===== src/design/mwo_pkg.sv =====
// ============================================================================
// mwo_pkg: shared types and constants of the multiwave oscillator
// Queue entry layout, divider request/response, and fixed-point constants.
// ============================================================================
package mwo_pkg;

    localparam int SAMPLE_RATE_HZ_DEF  = 44100;
    localparam int SINE_TABLE_BITS_DEF = 10;

    localparam int FREQ_W  = 24;
    localparam int COUNT_W = 32;
    localparam int WAVE_W  = 2;
    localparam int SAMP_W  = 16;

    // divider operand widths
    localparam int DIV_N_W = 48;
    localparam int DIV_D_W = 32;

    // queue depth between front and back
    localparam int QDEPTH = 2;

    // Q30 constants of the sine polynomial
    localparam logic [30:0] Q30_ONE     = 31'd1073741824;
    localparam logic [30:0] Q30_HALF_PI = 31'd1686629713;

    typedef enum logic [WAVE_W-1:0] {
        WAVE_SQUARE   = 2'd0,
        WAVE_SAWTOOTH = 2'd1,
        WAVE_TRIANGLE = 2'd2,
        WAVE_SINE     = 2'd3
    } wave_t;

    typedef struct packed {
        wave_t               wave;
        logic                zero;
        logic [FREQ_W-1:0]   freq;
        logic [COUNT_W-1:0]  count;
    } entry_t;

    typedef struct packed {
        logic                start;
        logic [DIV_N_W-1:0]  dividend;
        logic [DIV_D_W-1:0]  divisor;
    } div_req_t;

    typedef struct packed {
        logic                done;
        logic [DIV_N_W-1:0]  quot;
        logic [DIV_D_W-1:0]  rem;
    } div_rsp_t;

    // Horner divisors of the sine polynomial as reciprocals, innermost first.
    // For every 32-bit n, floor(n / d) = (n * ceil(2^s / d)) >> s
    // with s = 32 + ceil(log2(d)).
    function automatic logic [32:0] horner_recip(input logic [2:0] idx);
        logic [32:0] m;
        begin
            case (idx)
                3'd0:    m = 33'd7048151461;   // divide by 156
                3'd1:    m = 33'd4997780127;   // divide by 110
                3'd2:    m = 33'd7635497416;   // divide by 72
                3'd3:    m = 33'd6544712071;   // divide by 42
                3'd4:    m = 33'd6871947674;   // divide by 20
                3'd5:    m = 33'd5726623062;   // divide by 6
                default: m = 33'd0;
            endcase
            return m;
        end
    endfunction

    // Right shift that goes with each reciprocal
    function automatic logic [5:0] horner_shift(input logic [2:0] idx);
        logic [5:0] s;
        begin
            case (idx)
                3'd0:    s = 6'd40;
                3'd1:    s = 6'd39;
                3'd2:    s = 6'd39;
                3'd3:    s = 6'd38;
                3'd4:    s = 6'd37;
                3'd5:    s = 6'd35;
                default: s = 6'd0;
            endcase
            return s;
        end
    endfunction

endpackage


===== src/design/mwo_front.sv =====
// ============================================================================
// mwo_front: input side of the oscillator
// Holds the waveform register, accepts beats and flags the zero cases.
// ============================================================================
module mwo_front #(
    parameter int SAMPLE_RATE_HZ = mwo_pkg::SAMPLE_RATE_HZ_DEF
) (
    input  logic                  clk,
    input  logic                  rst_n,
    input  logic                  cfg_we,
    input  logic [1:0]            cfg_wdata,
    input  logic                  s_tvalid,
    output logic                  s_tready,
    input  logic [55:0]           s_tdata,
    output logic                  push_valid,
    input  logic                  push_ready,
    output mwo_pkg::entry_t       push_data
);
    import mwo_pkg::*;

    localparam logic [31:0] RATE_Q8 = 32'(SAMPLE_RATE_HZ * 256);

    wave_t             wave_reg;
    logic [FREQ_W-1:0] freq;
    logic [COUNT_W-1:0] count;

    // write the waveform register
    always_ff @(posedge clk or negedge rst_n)
    begin
        if (!rst_n)
            wave_reg <= WAVE_SQUARE;
        else if (cfg_we)
            wave_reg <= wave_t'(cfg_wdata);
    end

    assign freq  = s_tdata[FREQ_W-1:0];
    assign count = s_tdata[FREQ_W+COUNT_W-1:FREQ_W];

    // classify: zero frequency, zero index or zero period
    always_comb
    begin
        push_data.wave  = wave_reg;
        push_data.freq  = freq;
        push_data.count = count;
        push_data.zero  = (freq == '0) || (count == '0) || ({8'd0, freq} > RATE_Q8);
    end

    assign push_valid = s_tvalid;
    assign s_tready   = push_ready;

endmodule


===== config.mk =====
export PLATFORM = sky130hd
export DESIGN_NAME = mwo_front
export DESIGN_NICKNAME = d
export VERILOG_FILES = /design/src/design/mwo_pkg.sv /design/src/design/mwo_front.sv
export SDC_FILE = /design/constraint.sdc
export NUM_CORES = 1
export LEC_CHECK = 0
export ABC_AREA = 1
export BUFFER_PORTS_ARGS = -buffer_cell sky130_fd_sc_hd__clkbuf_2
export CELL_PAD_IN_SITES_DETAIL_PLACEMENT = 0
export CELL_PAD_IN_SITES_GLOBAL_PLACEMENT = 1
export CORE_MARGIN = 3
export CORE_UTILIZATION = 17
export DETAILED_ROUTE_END_ITERATION = 8
export PLACE_DENSITY_LB_ADDON = 0.1
export RECOVER_POWER = 100
export SLEW_MARGIN = 0
export SYNTH_ARGS = -nofsm -noshare
export SYNTH_HDL_FRONTEND = slang
export SYNTH_SLANG_ARGS = --single-unit

===== constraint.sdc =====
create_clock -name clk -period 0.85 [get_ports clk]
set_input_delay 0.085 -clock clk [delete_from_list [all_inputs] [get_ports clk]]
set_output_delay 0.085 -clock clk [all_outputs]
set_load 0.01 [all_outputs]

### Word level (Yosys, flattened, before mapping)

Index checks and enable logic that the tools add are counted.

* $lt $le $gt $ge: 1
* reductions and logical operators: 4

Operators with widths (count)
* logical NOT 32 bit: 1
* greater-than comparator 24 bit (second input constant): 1
* logical NOT 24 bit: 1
* logical OR 1 bit: 2

* register bits after elaboration: 2
* bits of input ports: 63
* output and inout bits: 61
* word-level logic and storage cells: 6

### Longest topological paths before layout

* word-level depth: 3
* mapped depth: 8
* depth with buffers taken out: 8

### Worst setup path before layout

No wires, ideal clock.

* path kind: register to register
* start: register wave_reg[0] (netlist name)
* end: register wave_reg[0]
* setup time: 125 ps
* arrival time: 645 ps
* required time: 725 ps
* setup slack: 81 ps
* stages on the path, launching flop included: 2
* buffers on the path: 0
* period minus slack after synthesis: 769 ps
* cells stage by stage: dfrtp_1 -> mux2_2

RTL lines
* end signal, assigned: line mwo_front.sv:33 `wave_reg <= wave_t'(cfg_wdata);`
* end, declared: line mwo_front.sv:23 `wave_t wave_reg;`

==> implementation parameters <==
Parameter                              Value

Status
  Run status    complete, but fails checks
  Failing checks    setup timing

Die
  Initial standard-cell utilization of the core    about 18%
  Area of the die    0.00591 mm2
  Cell row count    25
  Top Ports    between 100 and 150
  Width of the die    76.9 um
  DIE HEIGHT    roughly 77 um
  Area of the core    between 0.004 and 0.005 mm2

Place
  Routability-driven placement congestion ratio    approximately 0.7
  Dpl hpwl    about 2.4 mm
  Port Buffers    ~120
  Pre-CTS setup slack    -0.151 ns

Drt
  Post-DR vias/cell    ~3.7
  Vias    approximately 1100
  1st-pass router iterations    3
  Avg WL per Cell    between 8 and 9 um
  Routed Wire Length    approximately 2.5 mm
  Post-DRT Antenna Nets    0
  Detailed router's first-iteration violation count    9
  Number of remaining DRC errors    0

Worst setup path
  Cell at the slowest stage of the critical path    nor2_1
  Largest fanout on the critical path    4
  Dominant delay contributor by cell family on the critical path    simple AND/OR/NAND/NOR gates
  Sort of element at the end of the critical path    output pin
  Cells along the critical path    clkbuf_2, nor2_1, nand2_1, nor2_1, nand2_1, nor2_2, nor2_1, nand2_1, buf_2
  Critical path launch point type    primary input
  Peak per-stage delay on the critical path    0.14 ns
  Buffering stage count on the worst path with inverters included    2
  CP Data Arrival Time    0.86 ns
  Required time at the endpoint of the critical path    about 0.76 ns
  Endpoint of the worst register-to-register path    wave_reg[1]
  Flop-to-flop setup slack    roughly 0.11 ns
  Critical Setup Path Class    primary input to output pin
  FF-to-FF Start    wave_reg[1]
  Number of cells on the worst reg-to-reg path    1

Pwr
  Proportion of total power due to net switching    between 30% and 40%
  Combinational share of power    approximately 53%
  Worst-case vdd ir drop    0.749 mV
  Switching Power    351 uW
  Clock network fraction of design power    a little over a third
  Leakage Power    ~0.00057 uW
  Portion of total power attributed to sequential cells    a little over a tenth
  Ratio of total power to cell area    between 800 and 900 mW/mm2
  Internal Power    between 600 and 700 uW

Clock tree
  Number of buffers created by CTS    3
  Max Root-Sink Buffers    2
  Post-CTS setup buffer count    0
  Source-to-sink clock delay at the later pin of the worst-skew pair    roughly 0.21 ns
  Clock sink total    2
  Clock transition at path regs    about 0.03 ns
  H-tree depth    1
  TritonCTS clock tree    done
  Buffer type at the clock tree root    clkbuf_8

Synthesis
  Syn_area_per_cell    between 5 and 6 um2
  Sequential area share after synthesis    5.86%
  Syn. warnings    0
  Synth unique cells    14
  Count of mapped cells out of synthesis    between 100 and 150
  Netlist area before placement    about 850 um2
  Post-synth top area cell    buf_4
  Post-synthesis register bit count    2
  Portion of synthesized cell area occupied by the leading cell type    between 50% and 60%
  Top post-synthesis cells by area    buf_4, nor2_1, nand2_1, dfrtp_1, inv_1
  Post-Syn Nets    approximately 210

STA
  Final count of hold timing violations    0
  Worst-margin pin slew    between 0.15 and 0.2 ns
  Worst-case headroom to the max-slew limit    89.2%
  Highest clock frequency the design can meet    1060 MHz
  Number of max-slew violations in the final report    0
  Final worst-path setup slack    -0.0908 ns
  Period utilisation layout    111%
  Setup repair after global routing missed its margin    yes
  Tmin final    0.941 ns
  Max Clock Skew    0 ns
  Number of failing setup endpoints in the final timing report    1

Hold path
  Hold path startpoint    cfg_wdata[0]
  Worst hold path class    primary input to flop
  Min-Delay Path Depth    2
  Hold EP    wave_reg[0]

Global routing
  Wire length of the first global-routing pass    about 4 mm
  Pin count of the biggest net entering global routing    5
  Residual overflow from global routing    0
  Vias in the first global route    approximately 1000
  Number of antenna violations at the first check in global routing    0
  Global router's overall resource usage    under 10%

Final layout
  Core occupancy in the finished layout    about 26%
  Synthesis-to-layout area growth    43.0%
  Final net count    between 200 and 300
  Number of filler cells placed in the layout    580
  Proportion of layout cells with a drive suffix above 1    43.6%
  Number of flip-flops in the largest register    2
  Antenna cells    0

Flow run
  Max Cap Violations    0
-- synth_stat cells --
master    count
inv_2         1
inv_1         6
nor2_4        1
nand2_1      24
nand3b_1      1
nand3_2       1
nor2_1       40
nand3_1       3
buf_4        58
nand2_2       2
mux2_2        2
dfrtp_1       2
o21ai_0       1
nor2_2        3
-- per-layer routing --
| layer | wire (um) | global-route usage (%) |
|---|---|---|
| met5 | 0 | 0 |
| met1 | 843 | 6.94 |
| met2 | 1410 | 16.9 |
| met3 | 276 | 1.06 |
| met4 | 15 | 3.08 |
-- logic make-up (layout without fill, tap and decap cells) --
kind of cell / count (synthesis) / after routing / share of synthesized area, %
buffers and inverters: 65 / 140 / 54.0
DFF: 2 / 2 / 5.86
and+or+nand+nor: 75 / 75 / 36.9
muxes: 2 / 2 / 2.64
AOI/OAI and AO/OA: 1 / 1 / 0.585
-- power by group through the flow --
stage | sequential [uW] | clock [uW] | combinational, uW
2_1_floorplan | 116 | 0 | 363
3_3_place_gp | 110 | 0 | 536
3_5_place_dp | 111 | 0 | 538
4_1_cts | 110 | 380 | 555
5_1_grt | 112 | 394 | 582
6_report | 110 | 366 | 528
-- layout by cell type, fill, tap and decap left out, drive strengths merged --
cell type,synthesis,routed
buf,58,13
clkbuf,0,119
dfrtp,2,2
dlygate4sd3,0,1
inv,7,7
mux2,2,2
nand2,26,26
nand3,4,4
nand3b,1,1
nor2,44,44
o21ai,1,1
-- through the flow --
stage / power, uW / TNS [ns] / area [um2] / std cells / hold WS (ns)
floorplan: 479 / 0 / 855 / 145 / -0.211
global placement: 646 / -0.133 / 1170 / 283 / -0.131
detailed placement: 649 / -0.151 / 1170 / 283 / -0.129
CTS: 1050 / -0.131 / 1250 / 287 / 0.117
global route: 1090 / -0.203 / 1220 / 287 / 0.112
finish: 1000 / -0.0908 / 1220 / 287 / 0.118
-- worst max path at each step --
stage,startpoint,to,slack (ns),depth (start not counted)
detailed placement,s_tdata[16],push_data[56],-0.15,9
CTS,s_tdata[14],push_data[56],-0.13,9
global route,s_tdata[17],push_data[56],-0.20,9
finish,s_tdata[22],push_data[56],-0.09,9
floorplan,wave_reg[0],wave_reg[0],0.08,1
global placement,s_tdata[9],push_data[56],-0.13,9
-- layout make-up --
cell class / count / area, um2 / area share, %
tap: 67 / 83.8 / 6.86
multi-input combinational: 78 / 388 / 31.7
clock buffer: 3 / 41.3 / 3.38
sequential: 2 / 50.0 / 4.09
timing repair buffer: 130 / 633 / 51.8
inverter: 7 / 26.3 / 2.15
-- timing repair --
| item | CTS | global route |
|---|---|---|
| hold buffers | 1 | 0 |
| pin swaps | 8 | 13 |
| resized for setup | 8 | 17 |
| setup endpoints to repair | 1 | 1 |
| hold endpoints to repair | 2 | 0 |
Power figures use the tool's default switching activity.
