### src/design/mwo_pkg.sv
// ============================================================================
// mwo_pkg: shared types and constants of the multiwave oscillator
// Queue entry layout, divider request/response, and fixed-point constants.
// ============================================================================
package mwo_pkg;

    localparam int SAMPLE_RATE_HZ_DEF  = 44100;
    localparam int SINE_TABLE_BITS_DEF = 10;

    localparam int FREQ_W  = 24;
    localparam int COUNT_W = 32;
    localparam int WAVE_W  = 2;
    localparam int SAMP_W  = 16;

    // divider operand widths
    localparam int DIV_N_W = 48;
    localparam int DIV_D_W = 32;

    // queue depth between front and back
    localparam int QDEPTH = 2;

    // Q30 constants of the sine polynomial
    localparam logic [30:0] Q30_ONE     = 31'd1073741824;
    localparam logic [30:0] Q30_HALF_PI = 31'd1686629713;

    typedef enum logic [WAVE_W-1:0] {
        WAVE_SQUARE   = 2'd0,
        WAVE_SAWTOOTH = 2'd1,
        WAVE_TRIANGLE = 2'd2,
        WAVE_SINE     = 2'd3
    } wave_t;

    typedef struct packed {
        wave_t               wave;
        logic                zero;
        logic [FREQ_W-1:0]   freq;
        logic [COUNT_W-1:0]  count;
    } entry_t;

    typedef struct packed {
        logic                start;
        logic [DIV_N_W-1:0]  dividend;
        logic [DIV_D_W-1:0]  divisor;
    } div_req_t;

    typedef struct packed {
        logic                done;
        logic [DIV_N_W-1:0]  quot;
        logic [DIV_D_W-1:0]  rem;
    } div_rsp_t;

    // Horner divisors of the sine polynomial as reciprocals, innermost first.
    // For every 32-bit n, floor(n / d) = (n * ceil(2^s / d)) >> s
    // with s = 32 + ceil(log2(d)).
    function automatic logic [32:0] horner_recip(input logic [2:0] idx);
        logic [32:0] m;
        begin
            case (idx)
                3'd0:    m = 33'd7048151461;   // divide by 156
                3'd1:    m = 33'd4997780127;   // divide by 110
                3'd2:    m = 33'd7635497416;   // divide by 72
                3'd3:    m = 33'd6544712071;   // divide by 42
                3'd4:    m = 33'd6871947674;   // divide by 20
                3'd5:    m = 33'd5726623062;   // divide by 6
                default: m = 33'd0;
            endcase
            return m;
        end
    endfunction

    // Right shift that goes with each reciprocal
    function automatic logic [5:0] horner_shift(input logic [2:0] idx);
        logic [5:0] s;
        begin
            case (idx)
                3'd0:    s = 6'd40;
                3'd1:    s = 6'd39;
                3'd2:    s = 6'd39;
                3'd3:    s = 6'd38;
                3'd4:    s = 6'd37;
                3'd5:    s = 6'd35;
                default: s = 6'd0;
            endcase
            return s;
        end
    endfunction

endpackage

### src/design/mwo_div.sv
// ============================================================================
// mwo_div: shared restoring divider
// One quotient bit per cycle; a done pulse marks quotient and remainder valid.
// ============================================================================
module mwo_div (
    input  logic              clk,
    input  logic              rst_n,
    input  mwo_pkg::div_req_t req,
    output mwo_pkg::div_rsp_t rsp
);
    import mwo_pkg::*;

    localparam int CNT_W = $clog2(DIV_N_W);

    logic               busy_reg, busy_next;
    logic               done_reg, done_next;
    logic [CNT_W-1:0]   cnt_reg, cnt_next;
    logic [DIV_N_W-1:0] quo_reg, quo_next;
    logic [DIV_D_W-1:0] rem_reg, rem_next;
    logic [DIV_D_W-1:0] dsr_reg, dsr_next;
    logic [DIV_D_W:0]   trial;
    logic [DIV_D_W:0]   diff;
    logic               ge;

    // trial subtract of one step
    always_comb
    begin
        trial = {rem_reg, quo_reg[DIV_N_W-1]};
        diff  = trial - {1'b0, dsr_reg};
        ge    = (trial >= {1'b0, dsr_reg});
    end

    // load on start, shift one bit each busy cycle
    always_comb
    begin
        busy_next = busy_reg;
        done_next = 1'b0;
        cnt_next  = cnt_reg;
        quo_next  = quo_reg;
        rem_next  = rem_reg;
        dsr_next  = dsr_reg;
        if (req.start)
        begin
            busy_next = 1'b1;
            cnt_next  = '0;
            quo_next  = req.dividend;
            rem_next  = '0;
            dsr_next  = req.divisor;
        end
        else if (busy_reg)
        begin
            quo_next = {quo_reg[DIV_N_W-2:0], ge};
            rem_next = ge ? diff[DIV_D_W-1:0] : trial[DIV_D_W-1:0];
            cnt_next = cnt_reg + 1'b1;
            if (cnt_reg == CNT_W'(DIV_N_W - 1))
            begin
                busy_next = 1'b0;
                done_next = 1'b1;
            end
        end
    end

    always_ff @(posedge clk or negedge rst_n)
    begin
        if (!rst_n)
        begin
            busy_reg <= 1'b0;
            done_reg <= 1'b0;
            cnt_reg  <= '0;
        end
        else
        begin
            busy_reg <= busy_next;
            done_reg <= done_next;
            cnt_reg  <= cnt_next;
        end
    end

    always_ff @(posedge clk)
    begin
        quo_reg <= quo_next;
        rem_reg <= rem_next;
        dsr_reg <= dsr_next;
    end

    assign rsp.done = done_reg;
    assign rsp.quot = quo_reg;
    assign rsp.rem  = rem_reg;

endmodule

### config.mk
export PLATFORM = sky130hd
export DESIGN_NAME = mwo_div
export DESIGN_NICKNAME = d
export VERILOG_FILES = /design/src/design/mwo_pkg.sv /design/src/design/mwo_div.sv
export SDC_FILE = /design/constraint.sdc
export NUM_CORES = 1
export LEC_CHECK = 0
export BUFFER_PORTS_ARGS = -buffer_cell sky130_fd_sc_hd__buf_2
export CAP_MARGIN = 20
export CORE_MARGIN = 2
export CORE_UTILIZATION = 35
export CTS_BUF_LIST = sky130_fd_sc_hd__clkbuf_4 sky130_fd_sc_hd__clkbuf_8
export DETAILED_ROUTE_END_ITERATION = 16
export GPL_ROUTABILITY_DRIVEN = 0
export PLACE_DENSITY = 0.67
export SETUP_SLACK_MARGIN = 0.1
export SYNTH_ARGS = -nofsm -noshare
export SYNTH_HDL_FRONTEND = slang
export SYNTH_SLANG_ARGS = --single-unit
### constraint.sdc
create_clock -name clk -period 3.2 [get_ports clk]
set_input_delay 0.64 -clock clk [delete_from_list [all_inputs] [get_ports clk]]
set_output_delay 0.64 -clock clk [all_outputs]
set_load 0.01 [all_outputs]
=== Word-level counts from Yosys, hierarchy flattened ===
Index checks and enable logic that the tools add are counted.

* Eq/ne operators: 1
* Order comparisons: 1
* Add/subtract/negate cells: 2
* Mux-type cells: 11
* Reduce and logical (&&, ||, !) cells: 1

{| class="wikitable"
|+ Operators with widths
! kind !! number
|-
| 48-bit two-way mux || 2
|-
| 33-bit by 32-bit >= comparator with 1-bit output || 1
|-
| 32-bit two-way mux || 1
|-
| 32-bit subtractor || 1
|-
| 6-bit two-way mux || 2
|-
| 6-bit by 1-bit adder with 6-bit output (second input constant) || 1
|-
| 6-bit == test (second input constant) || 1
|-
| 1-bit two-way mux || 6
|-
| 2-bit nonzero test || 1
|}

* Word-level logic and storage cells: 22
* Register bits after elaboration: 120
* Output and inout bits: 81
* Input port bits: 83

=== Longest topological paths before layout ===
Gate-level depths: netlist (run 1).

* Word-level depth: 4
* Depth in mapped cells: 13
* Mapped depth without buffers: 11

=== Worst setup path before layout (run 1) ===
No wires, ideal clock.

* Path type: register to register
* Start point: register rem_reg[25]
* End point: register quo_reg[0] (data pin)
* Buffers on the path: 2
* Library setup time: 0.260 ns
* Stages on the path, launching flop included: 11
* Slack: 0.420 ns
* Arrival time: 2.520 ns
* Cells stage by stage: dfxtp_1 -> ha_1 -> a21o_1 -> a21o_1 -> a211oi_2 -> nor2_1 -> a311o_1 -> a221o_1 -> buf_6 -> buf_6 -> mux2_2

* Word-level cells in the longest chain between the ends: 3

{| class="wikitable"
|+ Ends and longest elaborated chain
! item !! RTL line !! RTL
|-
| start: declaration || mwo_div.sv:19 || <nowiki>logic [DIV_D_W-1:0] rem_reg, rem_next;</nowiki>
|-
| start signal: assignment || mwo_div.sv:82 || <nowiki>rem_reg <= rem_next;</nowiki>
|-
| 33-bit by 32-bit >= comparator with 1-bit output || mwo_div.sv:30 || <nowiki>ge = (trial >= {1'b0, dsr_reg});</nowiki>
|-
| 48-bit two-way mux || mwo_div.sv:50 || <nowiki>else if (busy_reg)</nowiki>
|-
| 48-bit two-way mux || mwo_div.sv:42 || <nowiki>if (req.start)</nowiki>
|-
| named net quo_next[0] || mwo_div.sv:18 || <nowiki>logic [DIV_N_W-1:0] quo_reg, quo_next;</nowiki>
|-
| end signal: assignment || mwo_div.sv:81 || <nowiki>quo_reg <= quo_next;</nowiki>
|-
| end: declaration || mwo_div.sv:18 ||
|}

The timed path passes the listed nets, and every way through them passes these cells. The select of a mux whose other input is x is not followed.
A chain may end at the register's enable or synchronous reset.

=== Worst setup path after layout (run 1) ===
Same ends and word-level chain as after synthesis.

==> run metrics, run 1 <==
worst skew pair latency=0.45 ns; dpl hpwl=12,200 µm; post-synthesis cell area=6730 µm²; worst path required time=3.39 ns; sequence of cells on the critical path=ha_2 > a21o_1 > a21o_1 > a211oi_2 > nor2_1 > a311o_1 > a221o_4 > buf_4 > mux2_2; Ys Warns=0; total clock sinks=120; final setup fails=0; commonest register cell after synthesis=edfxtp_1; commonest non-fill, non-tap cell in the layout=buf_2; synth-to-layout area growth=23.6%; post-synthesis sequential area ratio=0.482; FP Rows=50; largest net degree at the start of global routing=59; io pins=164; VDD IR-drop max=305 µV; CP max stage delay=0.51 ns; gr usage total=0.167; Remaining DRCs=0; Max Clk Rate=339 MHz; vias in the first global route=5,222; HP Class=primary input to asynchronous set/reset pin; Final Critical Period=2.95 ns; Post-synth EDFFs=80; max-cap viol count=0; kind of critical path=flop to flop; cells after synthesis=623; Setup crit start kind=flop; DR pass1 iterations=5; Pleak=3.68 nW; Die ar.=20,400 µm²; Cell Pwr Density=696 nW/µm²; setup TNS=0 ns; Slew Limit Headroom=0.592; Crit Reg-Reg Startpoint=rem_reg[25]; CTS tree=built; H-tree depth=4; Top delay family on crit path=compound AO/OA/AOI/OAI gates; max FFs per register=48; Hold Fails Final Rpt=0; DR WL/cell=15.5 µm; I/O Buffers=163; first-pass GRT wire length=26,400 µm; Die X=143 µm; Distinct cells, synth=59; ANT nets after route=0; critical path fanouts, max=8; status=finished clean; worst slew pin tran=0.608 ns; Setup Slack @ Placement=0.0966 ns; Synth Area per Inst=10.8 µm²; syn nets=740; Final Max Tran Viols=0; core area=18,800 µm²; die height=143 µm; layout cells sized above 1=0.346; Arrival @ worst endpoint=3.14 ns; DRT Wirelength=16,300 µm; Critical Path Start=rem_reg[25]; CP endpoint kind=flop; clock skew=0.0183 ns; Antenna diodes=0; drt via density=5.07; CTS buffer count=17; Buf+Inv Stages, Crit Path=1; Root Driver=clkbuf_8; DRT iter0 DRCs=355; CTS Hold Bufs=0; GRT overflow=0; slowest stage cell, crit path=a221o_4; post-synthesis register bit count=120; register area=3240 µm²; Via Count=5,331; Filler cells=1,840; RSZ-0062 raised after global routing=no; final period utilization=0.922; most frequent CP cell=a21o_1; Initial Util=0.359; initial antenna violation count=0; Final Worst Setup Slack=0.251 ns; commonest cells after routing, fill and taps aside=162 x buf_2, 80 x edfxtp_1, 55 x nor2_1, 48 x mux2_2; asr flop ratio synth=0.0667; footprint of the multi-input gates=3210 µm²; fin nets=921; Max clock buf depth=2; clock-pin slew on the worst setup and hold paths=0.07 ns
cells in the mapped netlist, drive strengths merged, types with 4 or more instances:
cell type,count,area share
xnor2,16,0.021
mux2,49,0.083
a211oi,29,0.035
buf,13,0.012
o21ai,22,0.016
nand2b,5,0.0046
o21a,10,0.011
o31a,4,0.0052
or3,4,0.0037
and3,5,0.0046
nand2,39,0.022
o31ai,6,0.0067
o211ai,4,0.0045
a21o,16,0.018
nor3,12,0.0089
a21oi,28,0.021
edfxtp,80,0.36
nor4,4,0.0037
inv,40,0.022
clkbuf,16,0.0089
xor2,13,0.017
nand3,11,0.0082
ha,33,0.061
dfrtp,8,0.030
nor2,56,0.031
nand4,9,0.0084
mux2i,24,0.036
dfxtp,32,0.095
where the power goes:
part | switching, mW | leakage [nW] | internal [mW]
clock network | 0.670 | 0.162 | 0.531
logic | 1.33 | 2.33 | 1.15
registers | 0.193 | 1.19 | 1.91
total | 2.19 | 3.68 | 3.60
worst register-to-register path, delay by kind of cell (launching register included):
kind                     cells  cell delay, ns
multiplexers                 1            0.25
AO/OA/AOI/OAI                5            1.48
buffers and inverters        1            0.19
adder cells (fa/ha/maj)      1            0.32
AND/OR/NAND/NOR              1            0.07
flip-flops                   1            0.39
through the flow:
stage | power, mW | area [µm²] | cells | utilization | hold WS, ns
floorplan | 3.82 | 6730 | 623 | - | 0.344
global placement | 4.56 | 7940 | 1017 | 0.423 | 0.484
detailed placement | 4.58 | 7940 | 1017 | 0.423 | 0.486
CTS | 5.82 | 8290 | 1049 | 0.442 | 0.00502
global route | 6.21 | 8320 | 1051 | 0.443 | 0.00546
finish | 5.79 | 8320 | 1051 | 0.443 | 0.0278
path summary, 6_finish.rpt:
kind / cells past startpoint / slack [ns] / end
worst max-delay path: 9 / 0.25 / quo_reg[0]
worst min-delay path: 1 / 0.03 / cnt_reg[5]
worst max register to register: 9 / 0.25 / quo_reg[0]
worst min register to register: 2 / 0.50 / rem_reg[31]
max in group asynchronous: 1 / 2.99 / busy_reg
min in group clk: 1 / 0.37 / dsr_reg[4]
repair_timing:
action | 4_1_cts | 5_1_grt
pin swaps | 0 | 1
hold endpoints to repair | 0 | 0
setup buffers | 0 | 2
gates resized for setup | 1 | 3
setup endpoints to repair | 8 | 25
metal layers:
metal / share of wire / global-route usage / up-vias
met5: 0 / 0 / -
met4: 0.012 / 0.0526 / 0
met3: 0.077 / 0.0567 / 17
met2: 0.46 / 0.259 / 172
met1: 0.45 / 0.220 / 2473
li1: - / - / 2669
cell families (layout without fill, tap and decap cells):
kind of cell / Yosys count / count (layout) / share of synthesized area
and+or+nand+nor: 156 / 156 / 0.107
AOI/OAI and AO/OA: 142 / 142 / 0.147
DFF: 120 / 120 / 0.482
muxes: 73 / 73 / 0.118
buffers and inverters: 69 / 263 / 0.0437
adders and majority gates: 34 / 34 / 0.0643
xor gates and xnor gates: 29 / 29 / 0.0377
cell type report:
class,count,share of cell area
clock buffer,17,0.0281
clock inverter,15,0.0126
inverter,40,0.0181
multi-input combinational,434,0.386
sequential,120,0.390
tap,234,0.0352
timing repair buffer,191,0.130
Power figures use the tool's default switching activity.
==> run 2: changes to the inputs <==
--- a/config.mk
+++ b/config.mk
@@ -12,7 +12,7 @@
 export CTS_BUF_LIST = sky130_fd_sc_hd__clkbuf_4 sky130_fd_sc_hd__clkbuf_8
 export DETAILED_ROUTE_END_ITERATION = 16
 export GPL_ROUTABILITY_DRIVEN = 0
-export PLACE_DENSITY = 0.67
+export PLACE_DENSITY_LB_ADDON = 0.12
 export SETUP_SLACK_MARGIN = 0.1
 export SYNTH_ARGS = -nofsm -noshare
 export SYNTH_HDL_FRONTEND = slang
==> run metrics, run 2 (synthesis results as in run 1) <==
Initial Util=0.359; commonest non-fill, non-tap cell in the layout=buf_2; Antenna diodes=0; Pleak=3.67 nW; Filler cells=1,825; DRT iter0 DRCs=274; gr usage total=0.172; Final Critical Period=2.96 ns; DRT Wirelength=17,200 µm; status=finished clean; RSZ-0062 raised after global routing=no; Via Count=5,449; ANT nets after route=0; io pins=164; final period utilization=0.924; Remaining DRCs=0; HP Class=primary input to asynchronous set/reset pin; worst skew pair latency=0.44 ns; CP endpoint kind=flop; I/O Buffers=163; worst path required time=3.56 ns; max FFs per register=48; CTS tree=built; GRT overflow=0; DR pass1 iterations=5; max-cap viol count=0; commonest cells after routing, fill and taps aside=162 x buf_2, 80 x edfxtp_1, 55 x nor2_1, 48 x mux2_2; Die X=143 µm; Max clock buf depth=2; CTS buffer count=17; clock-pin slew on the worst setup and hold paths=0.07 ns; Slew Limit Headroom=0.522; DR WL/cell=16.5 µm; setup TNS=0 ns; die height=143 µm; fin nets=913; drt via density=5.22; Reg2Reg Depth=11; r2r setup slk=0.24 ns; total clock sinks=120; vias in the first global route=5,493; Die ar.=20,400 µm²; largest net degree at the start of global routing=50; worst slew pin tran=0.717 ns; VDD IR-drop max=315 µV; initial antenna violation count=0; Util after Layout=0.441; Crit Reg-Reg Startpoint=dsr_reg[26]; H-tree depth=4; kind of critical path=flop to flop; dpl hpwl=12,700 µm; FP Rows=50; synth-to-layout area growth=23.1%; clock skew=0.0104 ns; core area=18,800 µm²; Max Clk Rate=338 MHz; CTS Hold Bufs=0; critical path fanouts, max=5; Root Driver=clkbuf_8; Crit Reg-Reg Endpoint=rem_reg[0]; final setup fails=0; layout cells sized above 1=0.341; Cell Pwr Density=716 nW/µm²; Setup crit start kind=flop; Final Max Tran Viols=0; first-pass GRT wire length=27,500 µm; Arrival @ worst endpoint=3.32 ns; Hold Fails Final Rpt=0
-- run 2: changes by cell type in the layout (fill, tap and decap cells not counted), sizes merged --
cell      before  now
clkinvlp       5    0
a221o          1    2
buf          191  182
bufinv         0    2
inv           42   47
clkinv         8    6
-- run 2: metal layers --
metal / wire, µm / global-route usage / part of all wire
met1: 7650 / 0.216 / 0.45
met2: 7720 / 0.274 / 0.45
met3: 1480 / 0.0674 / 0.086
met4: 318 / 0.0516 / 0.019
met5: 0 / 0 / 0
-- run 2: timing repair --
action / 4_1_cts / 5_1_grt
resized for setup: 0 / 10
setup buffers: 2 / 2
gates cloned: 0 / 1
setup endpoints to repair: 6 / 29
pin swaps: 1 / 3
-- run 2: worst max path at each step --
stage / to / slack (ns) / cells past startpoint / from
after floorplan: quo_reg[0] / 0.42 / 10 / rem_reg[25]
after global placement: rem_reg[21] / 0.20 / 11 / dsr_reg[20]
after detailed placement: rem_reg[21] / 0.10 / 10 / rem_reg[19]
after CTS: rem_reg[15] / 0.15 / 10 / rem_reg[19]
after global routing: rem_reg[0] / 0.12 / 11 / dsr_reg[20]
final: rem_reg[0] / 0.24 / 11 / dsr_reg[26]
-- run 2: stage by stage --
stage | setup WS, ns | hold slack [ns] | std cells | cell area [µm²] | power (mW)
after detailed placement | 0.105 | 0.495 | 1006 | 7820 | 4.50
final | 0.243 | 0.0339 | 1043 | 8290 | 5.93
after global routing | 0.116 | 0.0102 | 1043 | 8290 | 6.36
after global placement | 0.196 | 0.487 | 1006 | 7820 | 4.48
after CTS | 0.153 | 0.00299 | 1040 | 8230 | 5.95
after floorplan | 0.420 | 0.344 | 623 | 6730 | 3.82
-- run 2: power by group --
| part | switching [mW] | internal, mW |
|---|---|---|
| clock | 0.675 | 0.708 |
| combinational | 1.35 | 1.09 |
| sequential | 0.196 | 1.91 |
| total | 2.22 | 3.72 |
-- run 2: final cells by class --
class | instances | area (µm²) | area share
Multi-Input combinational cell | 435 | 3230 | 0.390
Timing Repair Buffer | 182 | 973 | 0.117
Tap cell | 234 | 293 | 0.0353
Clock inverter | 15 | 163 | 0.0196
Clock buffer | 17 | 234 | 0.0282
Inverter | 40 | 150 | 0.0181
Sequential cell | 120 | 3240 | 0.391
-- run 2: worst max-delay path, stage by stage (launching register included) --
cell	delay, ns
edfxtp_1	0.37
inv_1	0.07
ha_1	0.28
a21o_1	0.21
a21o_1	0.19
a211oi_2	0.20
nor2_1	0.07
a311o_1	0.34
a221o_2	0.48
buf_4	0.18
mux2_4	0.29
a211oi_2	0.20
