$ cat config.mk
export PLATFORM = sky130hd
export DESIGN_NAME = mwo_queue
export DESIGN_NICKNAME = d
export VERILOG_FILES = /design/src/design/mwo_pkg.sv /design/src/design/mwo_queue.sv
export SDC_FILE = /design/constraint.sdc
export NUM_CORES = 1
export LEC_CHECK = 0
export BUFFER_PORTS_ARGS = -buffer_cell sky130_fd_sc_hd__clkbuf_2
export CAP_MARGIN = 10
export CORE_UTILIZATION = 56
export CTS_CLUSTER_SIZE = 28
export DETAILED_ROUTE_END_ITERATION = 16
export GPL_TIMING_DRIVEN = 0
export PLACE_DENSITY = 0.87
export SYNTH_ARGS = -nofsm -noshare
export SYNTH_HDL_FRONTEND = slang
export SYNTH_SLANG_ARGS = --single-unit
$ cat constraint.sdc
create_clock -name clk -period 5.7 [get_ports clk]
set_input_delay 0.57 -clock clk [delete_from_list [all_inputs] [get_ports clk]]
set_output_delay 0.57 -clock clk [all_outputs]
set_load 0.005 [all_outputs]
$ cat src/design/mwo_pkg.sv
// ============================================================================
// mwo_pkg: shared types and constants of the multiwave oscillator
// Queue entry layout, divider request/response, and fixed-point constants.
// ============================================================================
package mwo_pkg;

    localparam int SAMPLE_RATE_HZ_DEF  = 44100;
    localparam int SINE_TABLE_BITS_DEF = 10;

    localparam int FREQ_W  = 24;
    localparam int COUNT_W = 32;
    localparam int WAVE_W  = 2;
    localparam int SAMP_W  = 16;

    // divider operand widths
    localparam int DIV_N_W = 48;
    localparam int DIV_D_W = 32;

    // queue depth between front and back
    localparam int QDEPTH = 2;

    // Q30 constants of the sine polynomial
    localparam logic [30:0] Q30_ONE     = 31'd1073741824;
    localparam logic [30:0] Q30_HALF_PI = 31'd1686629713;

    typedef enum logic [WAVE_W-1:0] {
        WAVE_SQUARE   = 2'd0,
        WAVE_SAWTOOTH = 2'd1,
        WAVE_TRIANGLE = 2'd2,
        WAVE_SINE     = 2'd3
    } wave_t;

    typedef struct packed {
        wave_t               wave;
        logic                zero;
        logic [FREQ_W-1:0]   freq;
        logic [COUNT_W-1:0]  count;
    } entry_t;

    typedef struct packed {
        logic                start;
        logic [DIV_N_W-1:0]  dividend;
        logic [DIV_D_W-1:0]  divisor;
    } div_req_t;

    typedef struct packed {
        logic                done;
        logic [DIV_N_W-1:0]  quot;
        logic [DIV_D_W-1:0]  rem;
    } div_rsp_t;

    // Horner divisors of the sine polynomial as reciprocals, innermost first.
    // For every 32-bit n, floor(n / d) = (n * ceil(2^s / d)) >> s
    // with s = 32 + ceil(log2(d)).
    function automatic logic [32:0] horner_recip(input logic [2:0] idx);
        logic [32:0] m;
        begin
            case (idx)
                3'd0:    m = 33'd7048151461;   // divide by 156
                3'd1:    m = 33'd4997780127;   // divide by 110
                3'd2:    m = 33'd7635497416;   // divide by 72
                3'd3:    m = 33'd6544712071;   // divide by 42
                3'd4:    m = 33'd6871947674;   // divide by 20
                3'd5:    m = 33'd5726623062;   // divide by 6
                default: m = 33'd0;
            endcase
            return m;
        end
    endfunction

    // Right shift that goes with each reciprocal
    function automatic logic [5:0] horner_shift(input logic [2:0] idx);
        logic [5:0] s;
        begin
            case (idx)
                3'd0:    s = 6'd40;
                3'd1:    s = 6'd39;
                3'd2:    s = 6'd39;
                3'd3:    s = 6'd38;
                3'd4:    s = 6'd37;
                3'd5:    s = 6'd35;
                default: s = 6'd0;
            endcase
            return s;
        end
    endfunction

endpackage

$ cat src/design/mwo_queue.sv
// ============================================================================
// mwo_queue: short FIFO between front and back
// Decouples beat acceptance from the long arithmetic of the back end.
// ============================================================================
module mwo_queue (
    input  logic            clk,
    input  logic            rst_n,
    input  logic            push_valid,
    output logic            push_ready,
    input  mwo_pkg::entry_t push_data,
    output logic            pop_valid,
    input  logic            pop_ready,
    output mwo_pkg::entry_t pop_data
);
    import mwo_pkg::*;

    localparam int PTR_W = $clog2(QDEPTH);
    localparam int CNT_W = $clog2(QDEPTH + 1);

    entry_t             mem [QDEPTH];
    logic [PTR_W-1:0]   wr_ptr_reg, rd_ptr_reg;
    logic [CNT_W-1:0]   cnt_reg;
    logic               do_push, do_pop;

    assign push_ready = (cnt_reg != CNT_W'(QDEPTH));
    assign pop_valid  = (cnt_reg != '0);
    assign do_push    = push_valid && push_ready;
    assign do_pop     = pop_valid && pop_ready;
    assign pop_data   = mem[rd_ptr_reg];

    // store entry
    always_ff @(posedge clk)
    begin
        if (do_push)
            mem[wr_ptr_reg] <= push_data;
    end

    // advance pointers and fill count
    always_ff @(posedge clk or negedge rst_n)
    begin
        if (!rst_n)
        begin
            wr_ptr_reg <= '0;
            rd_ptr_reg <= '0;
            cnt_reg    <= '0;
        end
        else
        begin
            if (do_push)
                wr_ptr_reg <= (wr_ptr_reg == PTR_W'(QDEPTH - 1)) ? '0 : wr_ptr_reg + 1'b1;
            if (do_pop)
                rd_ptr_reg <= (rd_ptr_reg == PTR_W'(QDEPTH - 1)) ? '0 : rd_ptr_reg + 1'b1;
            if (do_push && !do_pop)
                cnt_reg <= cnt_reg + 1'b1;
            else if (do_pop && !do_push)
                cnt_reg <= cnt_reg - 1'b1;
        end
    end

endmodule

After elaboration in Yosys (flattened, before gate mapping)

Memory sizes are Yosys's and may differ from the RTL's.
Cells that the tools add are included.

Output and inout port bits: 61
Logic and storage cells: 23
Memories kept: 1
RAM bits: 118
Input bits: 63
Register bits: 4

Memories:

| memory | words | width | rd ports | clocked after memory_dff | write ports | line            | text |
|---|---|---|---|---|---|---|---|
| mem    | 2     | 59    | 1        | 0                        | 1           | mwo_queue.sv:20 | `entry_t mem [QDEPTH];` |

Equality and inequality tests: 1
Multiplexer cells: 6
Add/subtract/negate cells: 4
Reduce and logical (&&, ||, !) cells: 8

Operators by type and width:

| cell                  | count |
|---|---|
| $logic_and A1 B1 Y1   | 4 |
| $mux W1               | 4 |
| $mux W2               | 2 |
| $reduce_bool A2 Y1    | 2 |
| $add A1 B1 Y1 const B | 2 |
| $add A2 B1 Y2 const B | 1 |
| $logic_not A1 Y1      | 2 |
| $ne A2 B2 Y1 const B  | 1 |
| $sub A2 B1 Y2 const B | 1 |

Logic depth before layout (Yosys ltp)

Gate-level depths: netlist of run 1.

Word-level depth: 6
Mapped depth: 7
Depth with buffers taken out: 7

Worst setup path after synthesis of run 1

OpenSTA, ideal clock, no wires.

Kind: in2reg
From: input port push_valid
To: memory mem[0][0] in the netlist's numbering, enable pin
Library setup time: 0.476 ns
Buffers on the path: 0
Data required time: 5.224 ns
Setup slack: 2.095 ns
Arrival time: 3.129 ns
Stages on the path: 2
Cells stage by stage: nand2_1 > nor2_1

Word-level cells in the longest chain between the ends: 3

RTL lines:

| element                       | line            | text |
|---|---|---|
| start, declared               | mwo_queue.sv:8  | `input logic push_valid,` |
| $logic_and A1 B1 Y1           | mwo_queue.sv:27 | `assign do_push = push_valid && push_ready;` |
| $mux W1                       | mwo_queue.sv:34 | `if (do_push)` |
| $mux W1 (implied by the code) | mwo_queue.sv:35 | `mem[wr_ptr_reg] <= push_data;` |
| end, declared                 | mwo_queue.sv:20 |  |

No other way between the ends.

==> results of run 1 <==
## routing by layer
metal  up-vias  routed length (um)  GRT usage  part of all wire
met3        12                 350    0.05744             0.047
met4         0                 138    0.09872             0.019
met2        75                3898     0.2893              0.53
li1       1090                   -          -                 -
met1      1116                3007     0.2090              0.41
met5         -                   0          0                 0
## worst max-delay path: stages (launching register included)
cell and delay (ps):
sky130_fd_sc_hd__dfrtp_1 340, sky130_fd_sc_hd__buf_6 180, sky130_fd_sc_hd__buf_12 160, sky130_fd_sc_hd__mux2_4 310, sky130_fd_sc_hd__clkbuf_2 110
## synth_stat cells
master	number	share of area
sky130_fd_sc_hd__buf_6	1	0.0024
sky130_fd_sc_hd__nand2_1	2	0.0016
sky130_fd_sc_hd__or2_1	1	0.0013
sky130_fd_sc_hd__nand2b_1	1	0.0013
sky130_fd_sc_hd__buf_12	6	0.025
sky130_fd_sc_hd__dfrtp_1	4	0.021
sky130_fd_sc_hd__ha_1	1	0.0026
sky130_fd_sc_hd__xnor2_1	3	0.0055
sky130_fd_sc_hd__mux2_4	59	0.19
sky130_fd_sc_hd__inv_1	1	0.00079
sky130_fd_sc_hd__and3_1	1	0.0013
sky130_fd_sc_hd__edfxtp_1	118	0.75
sky130_fd_sc_hd__xor2_1	2	0.0037
sky130_fd_sc_hd__nor2_1	2	0.0016
## layout make-up
type                    count  area [um2]  share of cell area
clock buffers              17       414.1             0.06773
multi-input cells          72       984.7              0.1610
well taps                 105       131.4             0.02149
flip-flops and latches    122        3643              0.5959
inverters                   1       3.754           0.0006139
clock inverters            15       140.1             0.02292
repair buffers            126       665.6              0.1089
plain buffers               7       131.4             0.02149
## power breakdown
group          switching (mW)  internal (mW)
registers              0.0598           1.23
clock network           0.394          0.584
logic                   0.428          0.581
total                   0.881           2.39
## final timing paths
check	depth (start not counted)	endpoint	slack, ps
min	1	mem[0][18]	250
min reg2reg	1	cnt_reg[1]	530
max in group asynchronous	2	cnt_reg[1]	5160
min in group asynchronous	2	wr_ptr_reg	410
max reg2reg	4	mem[0][4]	3710
max	4	pop_data[15]	3520
## metrics by stage
| stage | hold WS [ps] | power [mW] |
|---|---|---|
| global route | 227.0 | 3.421 |
| detailed placement | 383.8 | 2.329 |
| finish | 253.3 | 3.276 |
| CTS | 229.4 | 3.317 |
| floorplan | 274.4 | 1.997 |
| global placement | 380.9 | 2.298 |
## cells by family (layout without fill, tap and decap cells)
kind of cell	Yosys count	in the layout	share of synthesized area
simple gates	7	7	0.007109
xor+xnor	5	5	0.009212
fa+ha+maj	1	1	0.002631
mux	59	59	0.1863
buf+inv	8	166	0.02842
flops	122	122	0.7663
==> metrics.md, run 1 <==
| Metric | Value |
|---|---|
| Final HPWL DP | `4792 um` |
| Post-DR wirelength/cell | `~16 um` |
| Number of clock buffers inserted by TritonCTS | `17` |
| Fin. max-slew vios | `0` |
| Hold crit path type | `input pin to register` |
| Final cell count without fillers | `465` |
| Post-layout worst setup margin | `3522 ps` |
| Global-route wire length before repair | `11,070 um` |
| Arrival @ worst endpoint | `1610 ps` |
| Number of inserted filler cells in the final layout | `slightly above 500` |
| # placed instances | `432` |
| Final weighted congestion of routability-driven global placement | `~0.67` |
| Syn. warnings | `0` |
| Final Hold Fails | `0` |
| Placement-stage cell area | `5550 um2` |
| Largest register FFs | `118` |
| Min-Delay Startpoint | `push_data[18]` |
| H-tree Lvls | `4` |
| # setup viols final | `0` |
| Antenna Diode Count | `0` |
| Final Cycle Share | `0.3821` |
| Maximum number of pins on one net before global-route repair | `34` |
| Status | `completed` |
| CTS tree | `yes` |
| Worst Setup End Kind | `output pin` |
| Setup skew after layout | `7.322 ps` |
| Final global-route overflow total | `0` |
| Total setup buffers inserted after CTS | `0` |
| Total of cells resized after clock tree synthesis | `0` |
| Crit path launch | `rd_ptr_reg` |
| Core Footprint | `roughly 8200 um2` |
| Total track usage | `0.1781` |
| Commonest non-fill, non-tap cell in the layout | `sky130_fd_sc_hd__clkbuf_2` |
| TritonRoute pass-1 iters | `4` |
| RR Startpoint | `cnt_reg[0]` |
| Port Buffer Count | `123` |
| Post-route cell area | `6115 um2` |
| Die X | `about 94 um` |
| Buffer type at the clock tree root | `sky130_fd_sc_hd__clkbuf_8` |
| Commonest cells after routing, fill and taps aside | `sky130_fd_sc_hd__clkbuf_2 (123), sky130_fd_sc_hd__edfxtp_1 (118), sky130_fd_sc_hd__mux2_4 (59)` |
| Number of maximum-capacitance constraint violations | `0` |
| DR vias | `2,293` |
| Initial cell density of the core | `0.5787` |
| F_max | `around 460 MHz` |
| Post-CTS clock slew at the launch and capture registers of the worst setup and hold paths | `60 ps` |
| Average size of a mapped cell | `23.54 um2` |
| Syn-to-layout area delta | `28.61%` |
| Aggregate negative setup slack | `0 ps` |
| Worst slew margin relative to its limit | `0.4568` |
| DIE AREA | `8862 um2` |
| Via count of the first global-routing pass | `around 2,300` |
| # hold bufs at CTS | `1` |
| Maximum root-to-sink buffer count | `2` |
| Required time reported for the critical path endpoint | `about 5100 ps` |
| Worst-path fanout max | `10` |
| Power density cells | `535.7 nW/um2` |
| Dpl ws | `3614 ps` |
| Netlist cell types | `14` |
| Final net count | `411` |
| Die H | `approximately 94 um` |
| Starting DRT DRC Count | `slightly below 100` |
| Leakage power total | `2.535 nW` |
| Category of the worst setup path launch point | `register` |
| Layout cells sized above 1 | `0.6222` |
| Final routed wirelength across all metal layers | `7395 um` |
| Total nets after synthesis | `266` |
| Final Critical Period | `around 2200 ps` |
| Number of antenna violations at the first check in global routing | `0` |
| Sequential-to-total area share from yosys stat | `0.7663` |
| DRC violations left | `0` |
| Clk_lat worst skew | `500 ps` |
| Final ANT Viol Nets | `0` |
| CP Class | `register to output pin` |
| Via count normalized by instance count | `roughly 4.9` |
| Number of primary I/O pins | `124` |
| Worst-case vdd ir drop | `0.4146 mV` |
| Synthesis-stage register bit count | `122` |
| Post-layout utilization of the core | `0.7442` |
| Cells after Synth | `202` |
| Cell area after synthesis | `4755 um2` |
| Slew at the pin closest to its max-slew limit | `812.9 ps` |
| Clock sink total | `between 100 and 150` |
| Unrepaired setup endpoints after global routing | `no` |
| Number of rows created at floorplan | `33` |
Note: power is estimated with default switching activity, not from simulation.
==> inputs of run 2 (changes only) <==
Settings changed: CORE_UTILIZATION 56 to 47, PLACE_DENSITY 0.87 to 0.78.
Clock period 5.7 ns to 1.8 ns, I/O delays scaled along.
==> run 2 against run 1 <==
- the run now ends with setup timing left
- sequential share of layout area is 6.4 points lower
- critical path type unchanged
- die area rose by 19%
- largest cell class unchanged
- combinational power rose to 3.5 times the previous value
- setup slack got worse by 3500 ps
- clock-buffer cell count rose by 5
- register-to-register slack got worse by 3600 ps
- worst hold slack better by 150 ps
==> metrics.md, run 2 (same netlist as run 1, synthesis figures left out) <==
| Metric | Value |
|---|---|
| Status | `finished, violations left` |
| Violations in the final reports | `setup timing` |
| Initial cell density of the core | `0.4864` |
| DR vias | `2,561` |
| Number of antenna violations at the first check in global routing | `0` |
| Clk_lat worst skew | `510 ps` |
| Category of the worst setup path launch point | `register` |
| Final Hold Fails | `0` |
| Number of rows created at floorplan | `36` |
| Post-CTS clock slew at the launch and capture registers of the worst setup and hold paths | `60 ps` |
| Final routed wirelength across all metal layers | `8419 um` |
| Final HPWL DP | `just under 5000 um` |
| Final net count | `476` |
| Post-route cell area | `6855 um2` |
| Min-Delay Startpoint | `push_data[57]` |
| Worst slack on hold paths | `403.4 ps` |
| Maximum root-to-sink buffer count | `2` |
| Final Cycle Share | `1.008` |
| Power density cells | `1573 nW/um2` |
| Die X | `102.6 um` |
| Final ANT Viol Nets | `0` |
| H-tree Lvls | `4` |
| Clock sink total | `122` |
| Global-route wire length before repair | `12,590 um` |
| Via count normalized by instance count | `4.590` |
| Final Critical Period | `between 1500 and 2000 ps` |
| # setup viols final | `14` |
| Setup skew after layout | `~9 ps` |
| Fin. max-slew vios | `0` |
| Core Footprint | `9774 um2` |
| Worst Setup End Kind | `output pin` |
| Number of maximum-capacitance constraint violations | `0` |
| Worst reg2reg path depth | `4` |
| CP Class | `register to output pin` |
| Commonest cells after routing, fill and taps aside | `sky130_fd_sc_hd__clkbuf_2 (121), sky130_fd_sc_hd__edfxtp_1 (118), sky130_fd_sc_hd__dlygate4sd3_1 (63)` |
| Worst slew margin relative to its limit | `0.5174` |
| Starting DRT DRC Count | `72` |
| Hold depth | `2` |
| Layout cells sized above 1 | `0.5247` |
| Dpl ws | `-204.1 ps` |
| Number of primary I/O pins | `124` |
| TritonRoute pass-1 iters | `4` |
| Leakage power total | `2.836 nW` |
| Overall power after layout | `10.79 mW` |
| DIE AREA | `10,520 um2` |
| Worst reg-to-reg setup slack | `120 ps` |
| DRC violations left | `0` |
| Hold crit path type | `input pin to register` |
| Number of clock buffers inserted by TritonCTS | `17` |
| Post-DR wirelength/cell | `~15 um` |
| Final global-route overflow total | `0` |
| Worst-path fanout max | `10` |
| Post-layout worst setup margin | `-14.78 ps` |
| Final weighted congestion of routability-driven global placement | `0.6651` |
| Worst reg2reg path endpoint | `mem[0][39]` |
| Syn-to-layout area delta | `44.18%` |
| Worst hold endpoint | `mem[0][57]` |
| Post-layout utilization of the core | `0.7014` |
| Commonest non-fill, non-tap cell in the layout | `sky130_fd_sc_hd__clkbuf_2` |
| Required time reported for the critical path endpoint | `1620 ps` |
| Via count of the first global-routing pass | `2,691` |
| RR Startpoint | `cnt_reg[0]` |
| Worst-case vdd ir drop | `~1.2 mV` |
| Arrival @ worst endpoint | `~1600 ps` |
| Buffer type at the clock tree root | `sky130_fd_sc_hd__clkbuf_8` |
| Total track usage | `0.1683` |
| Die H | `102.6 um` |
| Port Buffer Count | `roughly 120` |
| Slew at the pin closest to its max-slew limit | `between 700 and 800 ps` |
| Largest register FFs | `between 100 and 150` |
| Placement-stage cell area | `5600 um2` |
| F_max | `551.0 MHz` |
| Antenna Diode Count | `0` |
| Maximum number of pins on one net before global-route repair | `33` |
| CTS tree | `yes` |
| Crit path launch | `rd_ptr_reg` |
| Unrepaired setup endpoints after global routing | `yes` |
run 2: critical path, stage by stage (launching register included):
cell	delay, ps
sky130_fd_sc_hd__dfrtp_1	390
sky130_fd_sc_hd__buf_12	160
sky130_fd_sc_hd__buf_12	150
sky130_fd_sc_hd__mux2_4	300
sky130_fd_sc_hd__buf_6	110
run 2: power by group:
| part | switching, mW | total (mW) | internal [mW] |
|---|---|---|---|
| sequential | 0.206 | 4.10 | 3.89 |
| combinational | 1.45 | 3.52 | 2.07 |
| clock | 1.09 | 3.17 | 2.08 |
run 2: routing by layer:
layer / wire, um / GRT usage / up-vias
li1: - / - / 1217
met1: 3355 / 0.1834 / 1248
met2: 4589 / 0.2969 / 85
met3: 361 / 0.04475 / 11
met4: 112 / 0.09560 / 0
met5: 0 / 0 / -
run 2: per-stage QoR:
step | std cells | setup TNS, ps
6_report | 558 | -67.19
3_5_place_dp | 460 | -9910
3_3_place_gp | 458 | -54700
5_1_grt | 558 | -3126
4_1_cts | 558 | -1559
2_1_floorplan | 202 | -6085
run 2: area by class of cell:
cell class,count,area (um2)
Inverter,1,3.754
Tap cell,133,166.4
Clock inverter,10,125.1
Sequential cell,122,3643
Fill cell,630,2919
Buffer,7,140.1
Multi-Input combinational cell,73,1010
Clock buffer,22,432.9
Timing Repair Buffer,190,1334
run 2: how the worst max path moves through the flow:
stage / end / slack, ps
global route: pop_data[8] / -70
CTS: pop_data[46] / -40
detailed placement: mem[0][52] / -200
floorplan: mem[0][0] / -100
global placement: mem[0][52] / -570
finish: pop_data[58] / -10
run 2: what timing repair did:
| action | 4_1_cts | 5_1_grt |
|---|---|---|
| hold endpoints to repair | 124 | 0 |
| hold buffers | 63 | 0 |
| resized for setup | 4 | 4 |
| setup buffers | 1 | 0 |
| gates cloned | 2 | 0 |
| pin swaps | 1 | 0 |
| setup endpoints to repair | 122 | 59 |
==> inputs of run 3 (changes only) <==
Settings changed: SETUP_SLACK_MARGIN from default to 0.4.
==> run 3 against run 2 <==
- the flow still finishes with violations (setup timing)
- non-clock buffer count increased by 21
- first-iteration DRC count shrank 2.8%
- die area unchanged
- wire length is 20% higher
- register-to-register slack better by 140 ps
- critical path depth did not move
- total power increased by 9.1%
- clock-buffer cell count is 2 lower
- utilization grew 4.2 points
- maximum frequency fell by 0.68%
- sequential share of layout area shrank 3.0 points
- setup slack got worse by 12 ps
- critical path type unchanged
- highest routed layer unchanged
==> metrics.md, run 3 (same netlist as run 1, synthesis figures left out) <==
| Metric | Value |
|---|---|
| Status | `finished, violations left` |
| Violations in the final reports | `setup timing` |
| Total track usage | `0.1859` |
| Largest register FFs | `between 100 and 150` |
| Number of clock buffers inserted by TritonCTS | `17` |
| Category of the worst setup path launch point | `register` |
| Worst-path fanout max | `10` |
| Clk_lat worst skew | `roughly 500 ps` |
| Relative contribution of combinational cells to total power | `0.368` |
| Buffer type at the clock tree root | `sky130_fd_sc_hd__clkbuf_8` |
| Post-layout utilization of the core | `0.7433` |
| Starting DRT DRC Count | `70` |
| Die X | `just over 100 um` |
| Via count of the first global-routing pass | `2,815` |
| Final routed wirelength across all metal layers | `10,110 um` |
| Final weighted congestion of routability-driven global placement | `0.6489` |
| Port Buffer Count | `123` |
| Worst slew margin relative to its limit | `0.7466` |
| Core Footprint | `about 9800 um2` |
| Arrival @ worst endpoint | `1650 ps` |
| DIE AREA | `10,520 um2` |
| Worst-case vdd ir drop | `1.036 mV` |
| GRT busiest layer | `met2` |
| # placed instances | `460` |
| Number of antenna violations at the first check in global routing | `0` |
| TritonRoute pass-1 iters | `4` |
| Worst Setup End Kind | `output pin` |
| DRC violations left | `0` |
| Final Hold Fails | `0` |
| Internal power | `8.689 mW` |
| Met1 Use GR | `0.1962` |
| Layout cells sized above 1 | `0.5583` |
| Final Critical Period | `between 1500 and 2000 ps` |
| # setup viols final | `56` |
| Initial cell density of the core | `0.4864` |
| Commonest cells after routing, fill and taps aside | `sky130_fd_sc_hd__clkbuf_2 (119), sky130_fd_sc_hd__edfxtp_1 (118), sky130_fd_sc_hd__dlygate4sd3_1 (62)` |
| Final net count | `498` |
| Final HPWL DP | `4908 um` |
| Unrepaired setup endpoints after global routing | `yes` |
| Post-CTS clock slew at the launch and capture registers of the worst setup and hold paths | `roughly 60 ps` |
| F_max | `547.3 MHz` |
| CTS tree | `yes` |
| Fin. max-slew vios | `0` |
| Number of primary I/O pins | `124` |
| Die H | `102.6 um` |
| Met3 Resource Use GR | `0.05356` |
| Number of rows created at floorplan | `36` |
| Setup skew after layout | `between 10 and 15 ps` |
| Commonest non-fill, non-tap cell in the layout | `sky130_fd_sc_hd__clkbuf_2` |
| Post-DR wirelength/cell | `17.46 um` |
| DR vias | `roughly 2,800` |
| Hold crit path type | `input pin to register` |
| Syn-to-layout area delta | `52.82%` |
| Sw power | `3.080 mW` |
| Maximum number of pins on one net before global-route repair | `32` |
| Via count normalized by instance count | `roughly 4.8` |
| Met2 Resource Use GR | `0.3354` |
| Leakage power total | `around 3 nW` |
| Final cell count without fillers | `579` |
| Clock sink total | `122` |
| Post-layout worst setup margin | `-27.14 ps` |
| Antenna Diode Count | `0` |
| Final ANT Viol Nets | `0` |
| Global-route wire length before repair | `around 14,000 um` |
| Number of maximum-capacitance constraint violations | `0` |
| Slew at the pin closest to its max-slew limit | `around 380 ps` |
| Maximum root-to-sink buffer count | `2` |
| Final Cycle Share | `1.015` |
| Sequential share of power | `0.348` |
| H-tree Lvls | `4` |
| Switching portion of total power | `0.2617` |
| Number of inserted filler cells in the final layout | `579` |
| Power density cells | `1620 nW/um2` |
| Final global-route overflow total | `0` |
| Share of total power in the clock network | `0.284` |
| Required time reported for the critical path endpoint | `1620 ps` |
| CP Class | `register to output pin` |
run 3: cell type report:
cell class / instances / area (um2) / share of cell area
buffer: 7 / 140.1 / 0.01929
clock buffer: 20 / 425.4 / 0.05855
clock inverter: 11 / 152.6 / 0.02101
inverter: 1 / 6.256 / 0.0008610
multi-input combinational: 74 / 1057 / 0.1455
sequential: 122 / 3643 / 0.5015
tap: 133 / 166.4 / 0.02290
timing repair buffer: 211 / 1674 / 0.2304
run 3: metal layers:
| metal | routed length [um] | vias to the layer above |
|---|---|---|
| li1 | - | 1271 |
| met1 | 4106 | 1386 |
| met2 | 5419 | 90 |
| met3 | 410 | 16 |
| met4 | 174 | 0 |
| met5 | 0 | - |
run 3: through the flow:
step / setup TNS, ps / power (mW) / hold slack, ps / instance area [um2] / setup slack [ps]
after floorplan: -6085 / 6.331 / -115.6 / 4778 / -103.1
after global routing: -3552 / 12.25 / 166.3 / 7266 / -80.26
final: -597.9 / 11.77 / 159.1 / 7266 / -27.14
after global placement: -54890 / 7.311 / -9.222 / 5560 / -575.6
after CTS: -1600 / 11.29 / 105.9 / 7004 / -38.05
after detailed placement: -9504 / 7.439 / -4.261 / 5600 / -203.6
run 3: critical path, cell delays in order, from the launching register on:
cell and delay [ps]:
sky130_fd_sc_hd__dfrtp_1 400, sky130_fd_sc_hd__buf_12 170, sky130_fd_sc_hd__buf_12 150, sky130_fd_sc_hd__mux2_4 300, sky130_fd_sc_hd__clkbuf_2 120
run 3: power by group through the flow:
stage / clock, mW / sequential (mW) / combinational [mW]
3_5_place_dp: 0 / 4.14 / 3.30
2_1_floorplan: 0 / 4.09 / 2.24
5_1_grt: 3.51 / 4.14 / 4.60
6_report: 3.34 / 4.10 / 4.33
4_1_cts: 3.37 / 4.09 / 3.83
3_3_place_gp: 0 / 4.12 / 3.19
run 3: timing repair:
item / in CTS / in global routing
hold buffers: 62 / 0
cloned: 3 / 7
setup endpoints to repair: 180 / 166
pin swaps: 9 / 7
resized for setup: 10 / 20
buffers inserted: 12 / 4
endpoints found under the hold margin: 123 / 0
run 3: worst paths after layout:
check | start | to | slack (ps) | cells after the start
max in group asynchronous | rst_n | rd_ptr_reg | 1020 | 3
worst min-delay path | push_valid | wr_ptr_reg | 160 | 4
worst max-delay path | rd_ptr_reg | pop_data[47] | -30 | 4
worst min register to register | cnt_reg[1] | cnt_reg[1] | 620 | 2
worst max register to register | cnt_reg[1] | mem[0][47] | 260 | 6
min in group asynchronous | rst_n | wr_ptr_reg | 600 | 3
